--- config.mk ---
export PLATFORM = sky130hd
export DESIGN_NAME = sorted_sequence_merger_flat
export DESIGN_NICKNAME = d
export VERILOG_FILES = /design/src/design/ssm_pkg.sv /design/src/design/ssm_if.sv /design/src/design/sorted_sequence_merger.sv /design/src/flat_wrapper.sv
export SDC_FILE = /design/constraint.sdc
export NUM_CORES = 2
export LEC_CHECK = 0
export CAP_MARGIN = 0
export CORE_MARGIN = 3
export CORE_UTILIZATION = 60
export CTS_CLUSTER_DIAMETER = 100
export DETAILED_ROUTE_END_ITERATION = 16
export DONT_BUFFER_PORTS = 1
export PLACE_DENSITY = 0.86
export SLEW_MARGIN = 20
export SYNTH_ARGS = -nofsm -noshare
export SYNTH_HDL_FRONTEND = slang
export SYNTH_SLANG_ARGS = --single-unit
--- constraint.sdc ---
create_clock -name i_clk -period 4.2 [get_ports i_clk]
set_input_delay 0.42 -clock i_clk [delete_from_list [all_inputs] [get_ports i_clk]]
set_output_delay 0.42 -clock i_clk [all_outputs]
set_load 0.01 [all_outputs]
--- src/design/ssm_pkg.sv ---
// ----------------------------------------------------------------------------
// ssm_pkg: shared definitions for the sorted sequence merger
// Request codes, channel field widths and the sequencer state type.
// ----------------------------------------------------------------------------
package ssm_pkg;

    // Widths of the channel fields.
    localparam int ACTION_W = 2;
    localparam int KEY_W    = 32;

    // Request codes carried in the action field.
    localparam logic [ACTION_W-1:0] ACT_FIRST  = 2'd0;
    localparam logic [ACTION_W-1:0] ACT_SECOND = 2'd1;
    localparam logic [ACTION_W-1:0] ACT_MERGE  = 2'd2;

    // Merge sequencer states.
    typedef enum logic [1:0] {
        ST_IDLE,
        ST_READ,
        ST_PICK,
        ST_SEND
    } t_state;

endpackage

--- src/design/ssm_if.sv ---
// ----------------------------------------------------------------------------
// ssm_if: request and result channels of the sorted sequence merger
// Valid/ready channels; a request moves when valid and ready are both high.
// ----------------------------------------------------------------------------

// Input channel: append or merge requests.
interface ssm_in_if;
    logic                             valid;
    logic                             ready;
    logic [ssm_pkg::ACTION_W-1:0]     action;
    logic signed [ssm_pkg::KEY_W-1:0] key;

    modport source (output valid, output action, output key, input ready);
    modport sink   (input valid, input action, input key, output ready);
endinterface

// Output channel: merged keys.
interface ssm_out_if;
    logic                             valid;
    logic                             ready;
    logic signed [ssm_pkg::KEY_W-1:0] key_out;
    logic                             last;
    logic                             empty_res;
    logic                             dropped;

    modport source (output valid, output key_out, output last, output empty_res,
                    output dropped, input ready);
    modport sink   (input valid, input key_out, input last, input empty_res,
                    input dropped, output ready);
endinterface

--- src/design/sorted_sequence_merger.sv ---
// ----------------------------------------------------------------------------
// sorted_sequence_merger: two-way merge of two ascending key lists
// Stores keys of two sorted sequences and emits them merged in ascending order.
// ----------------------------------------------------------------------------
//
//  Channel | Direction | Fields                               | Request moves when
//  --------+-----------+--------------------------------------+---------------------
//  i_in    | in        | action, key                          | valid && ready
//  o_out   | out       | key_out, last, empty_res, dropped    | valid && ready
//
// An append leaves the sequencer idle, so ready stays high.
// A merge leaves idle, then for each emitted key runs a store read, a compare
// and a send, waiting in the send step while the output is stalled; the registered
// read port of each store and the single shared comparator set these steps.
// An empty merge presents its one result in the cycle right after the request.
// Reset clears the fill counts, the overflow flag and the sequencer; the
// stores are not cleared, only entries below the fill count are ever used.
// Input ready is low for the whole merge; a stalled result holds its register.
module sorted_sequence_merger #(
    parameter int DEPTH    = 32,
    parameter int KEY_BITS = 32
) (
    input  logic          i_clk,
    input  logic          i_rst_n,
    ssm_in_if.sink        i_in,
    ssm_out_if.source     o_out
);
    import ssm_pkg::*;

    localparam int IDX_W = (DEPTH > 1) ? $clog2(DEPTH) : 1;
    localparam int CNT_W = $clog2(DEPTH + 1);
    localparam logic [CNT_W-1:0] FULL = CNT_W'(DEPTH);

    // Sequencer and fill state.
    t_state              r_state, n_state;
    logic [CNT_W-1:0]    r_cnt_a, n_cnt_a;
    logic [CNT_W-1:0]    r_cnt_b, n_cnt_b;
    logic [CNT_W-1:0]    r_i, n_i;
    logic [CNT_W-1:0]    r_j, n_j;
    logic                r_ovf, n_ovf;
    logic                r_out_valid, n_out_valid;

    // Result payload.
    logic signed [KEY_W-1:0] r_key_out, n_key_out;
    logic                    r_last, n_last;
    logic                    r_empty, n_empty;
    logic                    r_drop, n_drop;

    // Key stores and their registered read data.
    logic signed [KEY_BITS-1:0] r_mem_a [DEPTH];
    logic signed [KEY_BITS-1:0] r_mem_b [DEPTH];
    logic signed [KEY_BITS-1:0] r_rd_a;
    logic signed [KEY_BITS-1:0] r_rd_b;

    logic                       w_acc;
    logic                       w_wr_a;
    logic                       w_wr_b;
    logic signed [KEY_BITS-1:0] w_key_st;
    logic                       w_a_le_b;
    logic                       w_take_a;

    // Handshake and the incoming key at store width.
    assign i_in.ready = (r_state == ST_IDLE);
    assign w_acc      = i_in.valid && i_in.ready;
    assign w_key_st   = KEY_BITS'(i_in.key);
    assign w_wr_a     = w_acc && (i_in.action == ACT_FIRST)  && (r_cnt_a != FULL);
    assign w_wr_b     = w_acc && (i_in.action == ACT_SECOND) && (r_cnt_b != FULL);

    // First store: write at the fill level, read at the merge cursor.
    always_ff @(posedge i_clk) begin
        if (w_wr_a) begin
            r_mem_a[r_cnt_a[IDX_W-1:0]] <= w_key_st;
        end
        if (r_state == ST_READ) begin
            r_rd_a <= r_mem_a[r_i[IDX_W-1:0]];
        end
    end

    // Second store: same arrangement.
    always_ff @(posedge i_clk) begin
        if (w_wr_b) begin
            r_mem_b[r_cnt_b[IDX_W-1:0]] <= w_key_st;
        end
        if (r_state == ST_READ) begin
            r_rd_b <= r_mem_b[r_j[IDX_W-1:0]];
        end
    end

    // Shared comparator; ties go to the first sequence.
    assign w_a_le_b = (r_rd_a <= r_rd_b);
    assign w_take_a = (r_i < r_cnt_a) && ((r_j >= r_cnt_b) || w_a_le_b);

    // Next state and next values of the sequencer.
    always_comb begin
        n_state     = r_state;
        n_cnt_a     = r_cnt_a;
        n_cnt_b     = r_cnt_b;
        n_i         = r_i;
        n_j         = r_j;
        n_ovf       = r_ovf;
        n_out_valid = r_out_valid;
        n_key_out   = r_key_out;
        n_last      = r_last;
        n_empty     = r_empty;
        n_drop      = r_drop;
        case (r_state)
            ST_IDLE: begin
                if (w_acc) begin
                    case (i_in.action)
                        ACT_FIRST: begin
                            if (r_cnt_a == FULL) begin
                                n_ovf = 1'b1;
                            end else begin
                                n_cnt_a = r_cnt_a + CNT_W'(1);
                            end
                        end
                        ACT_SECOND: begin
                            if (r_cnt_b == FULL) begin
                                n_ovf = 1'b1;
                            end else begin
                                n_cnt_b = r_cnt_b + CNT_W'(1);
                            end
                        end
                        ACT_MERGE: begin
                            n_i    = '0;
                            n_j    = '0;
                            n_drop = r_ovf;
                            n_ovf  = 1'b0;
                            if ((r_cnt_a == '0) && (r_cnt_b == '0)) begin
                                n_key_out   = '0;
                                n_last      = 1'b1;
                                n_empty     = 1'b1;
                                n_out_valid = 1'b1;
                                n_state     = ST_SEND;
                            end else begin
                                n_empty = 1'b0;
                                n_state = ST_READ;
                            end
                        end
                        default: begin
                        end
                    endcase
                end
            end
            ST_READ: begin
                n_state = ST_PICK;
            end
            ST_PICK: begin
                if (w_take_a) begin
                    n_key_out = KEY_W'(r_rd_a);
                    n_i       = r_i + CNT_W'(1);
                end else begin
                    n_key_out = KEY_W'(r_rd_b);
                    n_j       = r_j + CNT_W'(1);
                end
                n_last      = (n_i == r_cnt_a) && (n_j == r_cnt_b);
                n_out_valid = 1'b1;
                n_state     = ST_SEND;
            end
            ST_SEND: begin
                if (o_out.ready) begin
                    n_out_valid = 1'b0;
                    if (r_last) begin
                        n_cnt_a = '0;
                        n_cnt_b = '0;
                        n_state = ST_IDLE;
                    end else begin
                        n_state = ST_READ;
                    end
                end
            end
            default: begin
                n_state = ST_IDLE;
            end
        endcase
    end

    // Control registers.
    always_ff @(posedge i_clk) begin
        if (!i_rst_n) begin
            r_state     <= ST_IDLE;
            r_cnt_a     <= '0;
            r_cnt_b     <= '0;
            r_i         <= '0;
            r_j         <= '0;
            r_ovf       <= 1'b0;
            r_out_valid <= 1'b0;
        end else begin
            r_state     <= n_state;
            r_cnt_a     <= n_cnt_a;
            r_cnt_b     <= n_cnt_b;
            r_i         <= n_i;
            r_j         <= n_j;
            r_ovf       <= n_ovf;
            r_out_valid <= n_out_valid;
        end
    end

    // Result payload registers.
    always_ff @(posedge i_clk) begin
        r_key_out <= n_key_out;
        r_last    <= n_last;
        r_empty   <= n_empty;
        r_drop    <= n_drop;
    end

    // Output channel.
    assign o_out.valid     = r_out_valid;
    assign o_out.key_out   = r_key_out;
    assign o_out.last      = r_last;
    assign o_out.empty_res = r_empty;
    assign o_out.dropped   = r_drop;

endmodule

--- src/flat_wrapper.sv ---
// flat-port wrapper written by rule: the top's interface ports become plain ports
module sorted_sequence_merger_flat import ssm_pkg::*;
#(
    parameter int DEPTH    = 32,
    parameter int KEY_BITS = 32
)
  (i_clk, i_rst_n, i_in_valid, i_in_action, i_in_key, i_in_ready, o_out_valid, o_out_key_out, o_out_last, o_out_empty_res, o_out_dropped, o_out_ready);
  ssm_in_if i_in_i ();
  ssm_out_if o_out_i ();
  input  logic i_clk;
  input  logic i_rst_n;
  input wire logic [$bits(i_in_i.valid)-1:0] i_in_valid;
  input wire logic [$bits(i_in_i.action)-1:0] i_in_action;
  input wire logic [$bits(i_in_i.key)-1:0] i_in_key;
  output wire logic [$bits(i_in_i.ready)-1:0] i_in_ready;
  output wire logic [$bits(o_out_i.valid)-1:0] o_out_valid;
  output wire logic [$bits(o_out_i.key_out)-1:0] o_out_key_out;
  output wire logic [$bits(o_out_i.last)-1:0] o_out_last;
  output wire logic [$bits(o_out_i.empty_res)-1:0] o_out_empty_res;
  output wire logic [$bits(o_out_i.dropped)-1:0] o_out_dropped;
  input wire logic [$bits(o_out_i.ready)-1:0] o_out_ready;
  assign i_in_i.valid = i_in_valid;
  assign i_in_i.action = i_in_action;
  assign i_in_i.key = i_in_key;
  assign i_in_ready = i_in_i.ready;
  assign o_out_valid = o_out_i.valid;
  assign o_out_key_out = o_out_i.key_out;
  assign o_out_last = o_out_i.last;
  assign o_out_empty_res = o_out_i.empty_res;
  assign o_out_dropped = o_out_i.dropped;
  assign o_out_i.ready = o_out_ready;
  sorted_sequence_merger #(.DEPTH(DEPTH), .KEY_BITS(KEY_BITS)) u_core (.i_clk(i_clk), .i_rst_n(i_rst_n), .i_in(i_in_i), .o_out(o_out_i));
endmodule
==> summary.md <==
| Metric | Value |
|---|---|
| Crit Path Class | flip-flop to flip-flop |
| WL/cell | 39.6 um |
| Sw Share | 23.3% |
| Maxcap violations | 0 |
| Fmax | 0.248 GHz |
| Worst setup EP type | flip-flop |
| Core Region | 0.138 mm2 |
| Minimum clock period after layout | 4040 ps |
| Yosys reg bits | 2175 |
| Clock share of power | 39.6% |
| Ports | 75 |
| Gr usage total | 32.5% |
| Worst vdd ir | 0.000490 V |
| Top-count cell post-synth | edfxtp_1 |
| Placer congestion estimate | 0.862 |
| CP Launch Point | u_core.r_j[0]$_SDFFE_PN0P_ |
| Setup TNS Final | 0 ps |
| CTS Buffer Depth | 3 |
| Synth area leaders | edfxtp_1, mux4_2, ha_1, mux2_2, dfxtp_1 |
| Unrepaired setup endpoints after global routing | false |
| Post-CTS Resized | 0 |
| Final nets | 3895 |
| Via count | 42495 |
| Worst-path maximum fanout | 24 |
| Mean Syn Cell Area | 23.6 um2 |
| Die X | 380 um |
| Max Clock Skew | 30.1 ps |
| Gate power share | 7.5% |
| Worst Path Required | 4760 ps |
| Sequential power share | 52.9% |
| Worst-skew pair later-pin latency | 840 ps |
| Share of the yosys chip area belonging to registers | 77.3% |
| Clock Sinks | 2175 |
| Layout area overhead | 13.7% |
| Non-filler cells, final | 5835 |
| Root buf cell | clkbuf_16 |
| Reg-to-Reg Start | u_core.r_j[0]$_SDFFE_PN0P_ |
| Initial antenna violation count | 8 |
| Final setup vio count | 0 |
| Worst setup SP type | flip-flop |
| Asr flop ratio synth | 0% |
| Detailed Route Iter0 Violations | 7489 |
| Layout cells sized above 1 | 31.6% |
| Lkg Pwr | 29.2 nW |
| DRT Pass-1 Iters | 6 |
| Total grt overflow | 0 |
| Post-synthesis instance total | 3566 |
| Yosys top cell by area | edfxtp_1 |
| Avg Vias per Cell | 7.28 |
| Die ar. | 0.145 mm2 |
| Yosys warnings | 0 |
| Period Utilization, post-route | 96.1% |
| Worst min path class | primary input to flip-flop |
| Power Internal | 36.1 mW |
| Final ANT Viol Nets | 0 |
| P_sw | 10.9 mW |
| Clk slew on worst S/H paths | 70 ps |
| Pwr dens | 491 mW/mm2 |
| I/O Buffers | 0 |
| Hold path startpoint | i_in_action[1] |
| First-pass GRT wire length | 330000 um |
| Starting Density | 60.8% |
| DRC errors left | 0 |
| Slew Limit Fails | 0 |
| Dpl cells | 5387 |
| Post-synthesis cell area | 0.0841 mm2 |
| Final Util | 69.1% |
| Die H | 380 um |
| Vias in the first global route | 43582 |
| Syn_nets | 3662 |
| Critical path arrival | 4590 ps |
| Worst slew margin | 23.0% |
| CTS tree | built |
| Hpwl dp | 117000 um |
| Post-synth top area share | 76.6% |
| Fin. Hold Viols | 0 |
| Slew @ Worst Pin | 1160 ps |
| Largest net degree at the start of global routing | 137 |
| Number of flops mapped to enable cells by yosys | 2147 |
| H-tree depth reported by CTS | 4 |
| Routed wire length | 231000 um |
| Post-synth top cells | edfxtp_1, mux4_2, nor2_1 |
| Outcome | completed |
| Yosys cell types | 61 |
| Main synth FF type | edfxtp_1 |
| Row cnt | 136 |
| CTS Buf Count | 203 |
| Final Total Pwr | 47.0 mW |
cells by family (layout without fill, tap and decap cells):
family | after synthesis | after routing | synth area share (%)
flops | 2175 | 2175 | 77.3
mux | 739 | 739 | 18.4
other cells | 0 | 6 | 0
fa+ha+maj | 58 | 58 | 0.863
xor+xnor | 26 | 26 | 0.271
compound gates | 90 | 90 | 0.707
simple gates | 252 | 252 | 1.40
buf+inv | 226 | 626 | 1.04
sequential cells by signal, indices dropped and copies added, names as in the netlist:
signal                  count
u_core.r_mem_a           1024
u_core.r_mem_b           1024
u_core.o_out.key_out       32
u_core.r_rd_a              32
u_core.r_rd_b              32
u_core.r_cnt_a              6
u_core.r_cnt_b              6
u_core.r_i                  6
u_core.r_j                  6
u_core.r_state              2
u_core.o_out.dropped        1
u_core.o_out.empty_res      1
u_core.o_out.last           1
u_core.o_out.valid          1
u_core.r_ovf                1
layout make-up:
class	count	area, um2
clock inverters	139	1370
fillers	7385	42700
diodes	6	15.0
repair buffers	203	2690
multi-input cells	1165	18700
inverters	51	191
flip-flops and latches	2175	65100
clock buffers	233	5280
well taps	1863	2330
critical path: stages, from the launching register on:
cell and delay [ps]:
dfxtp_4 640, inv_1 90, ha_1 310, nand2b_1 160
a31oi_1 260, o21ai_1 180, a221oi_1 530, o32ai_4 200
nor2_4 520, buf_4 500, mux2i_1 280, nor2_1 70
placed cells by master (no fill, tap or decap), types with 8 or more instances in the layout:
master and n:
nor3_1 9, mux2i_1 35, o21ai_0 18, edfxtp_1 2147
nor2_4 63, bufinv_16 22, buf_16 32, nor2_1 66
a21oi_1 31, dlygate4sd3_1 38, xnor2_1 18, dfxtp_4 8
nand4_1 13, xor2_1 8, clkinv_2 46, nand2_1 37
nand3_1 29, clkinv_1 54, mux4_2 640, mux2_2 64
ha_1 57, buf_4 99, dfxtp_1 18, clkbuf_1 26
inv_1 44, clkbuf_16 207, buf_12 34
path summary, 6_finish.rpt:
path / depth (start not counted) / slack (ps) / endpoint
max reg2reg: 11 / 160 / u_core.o_out.key_out[1]$_SDFFCE_PN0P_
max: 11 / 160 / u_core.o_out.key_out[1]$_SDFFCE_PN0P_
min: 2 / 130 / u_core.o_out.dropped$_DFFE_PP_
min reg2reg: 0 / 470 / u_core.o_out.dropped$_DFFE_PP_
power by group through the flow:
stage          combinational, mW  sequential, mW  clock [mW]
3_5_place_dp                2.85            25.3           0
6_report                    3.52            24.9        18.6
3_3_place_gp                2.72            25.3           0
5_1_grt                     3.68            24.9        19.4
2_1_floorplan               2.10            25.0           0
4_1_cts                     3.44            24.8        18.7
through the flow:
stage	setup slack, ps	hold WS (ps)	area [um2]
after floorplan	449	409	84100
after global placement	599	428	87700
after detailed placement	557	450	87700
after CTS	317	40.1	95600
after global routing	44.7	108	95600
final	163	125	95600
timing repair:
| action | CTS | global route |
|---|---|---|
| endpoints found under the hold margin | 2077 | 0 |
| hold buffers | 70 | 0 |
| setup buffers | 0 | 0 |
per-layer routing:
layer | part of all wire (%) | track usage [%]
met5 | 0 | 0
met4 | 5.4 | 15.3
met3 | 13 | 9.11
met2 | 49 | 52.1
met1 | 32 | 41.9
Note: power is estimated with default switching activity, not from simulation.
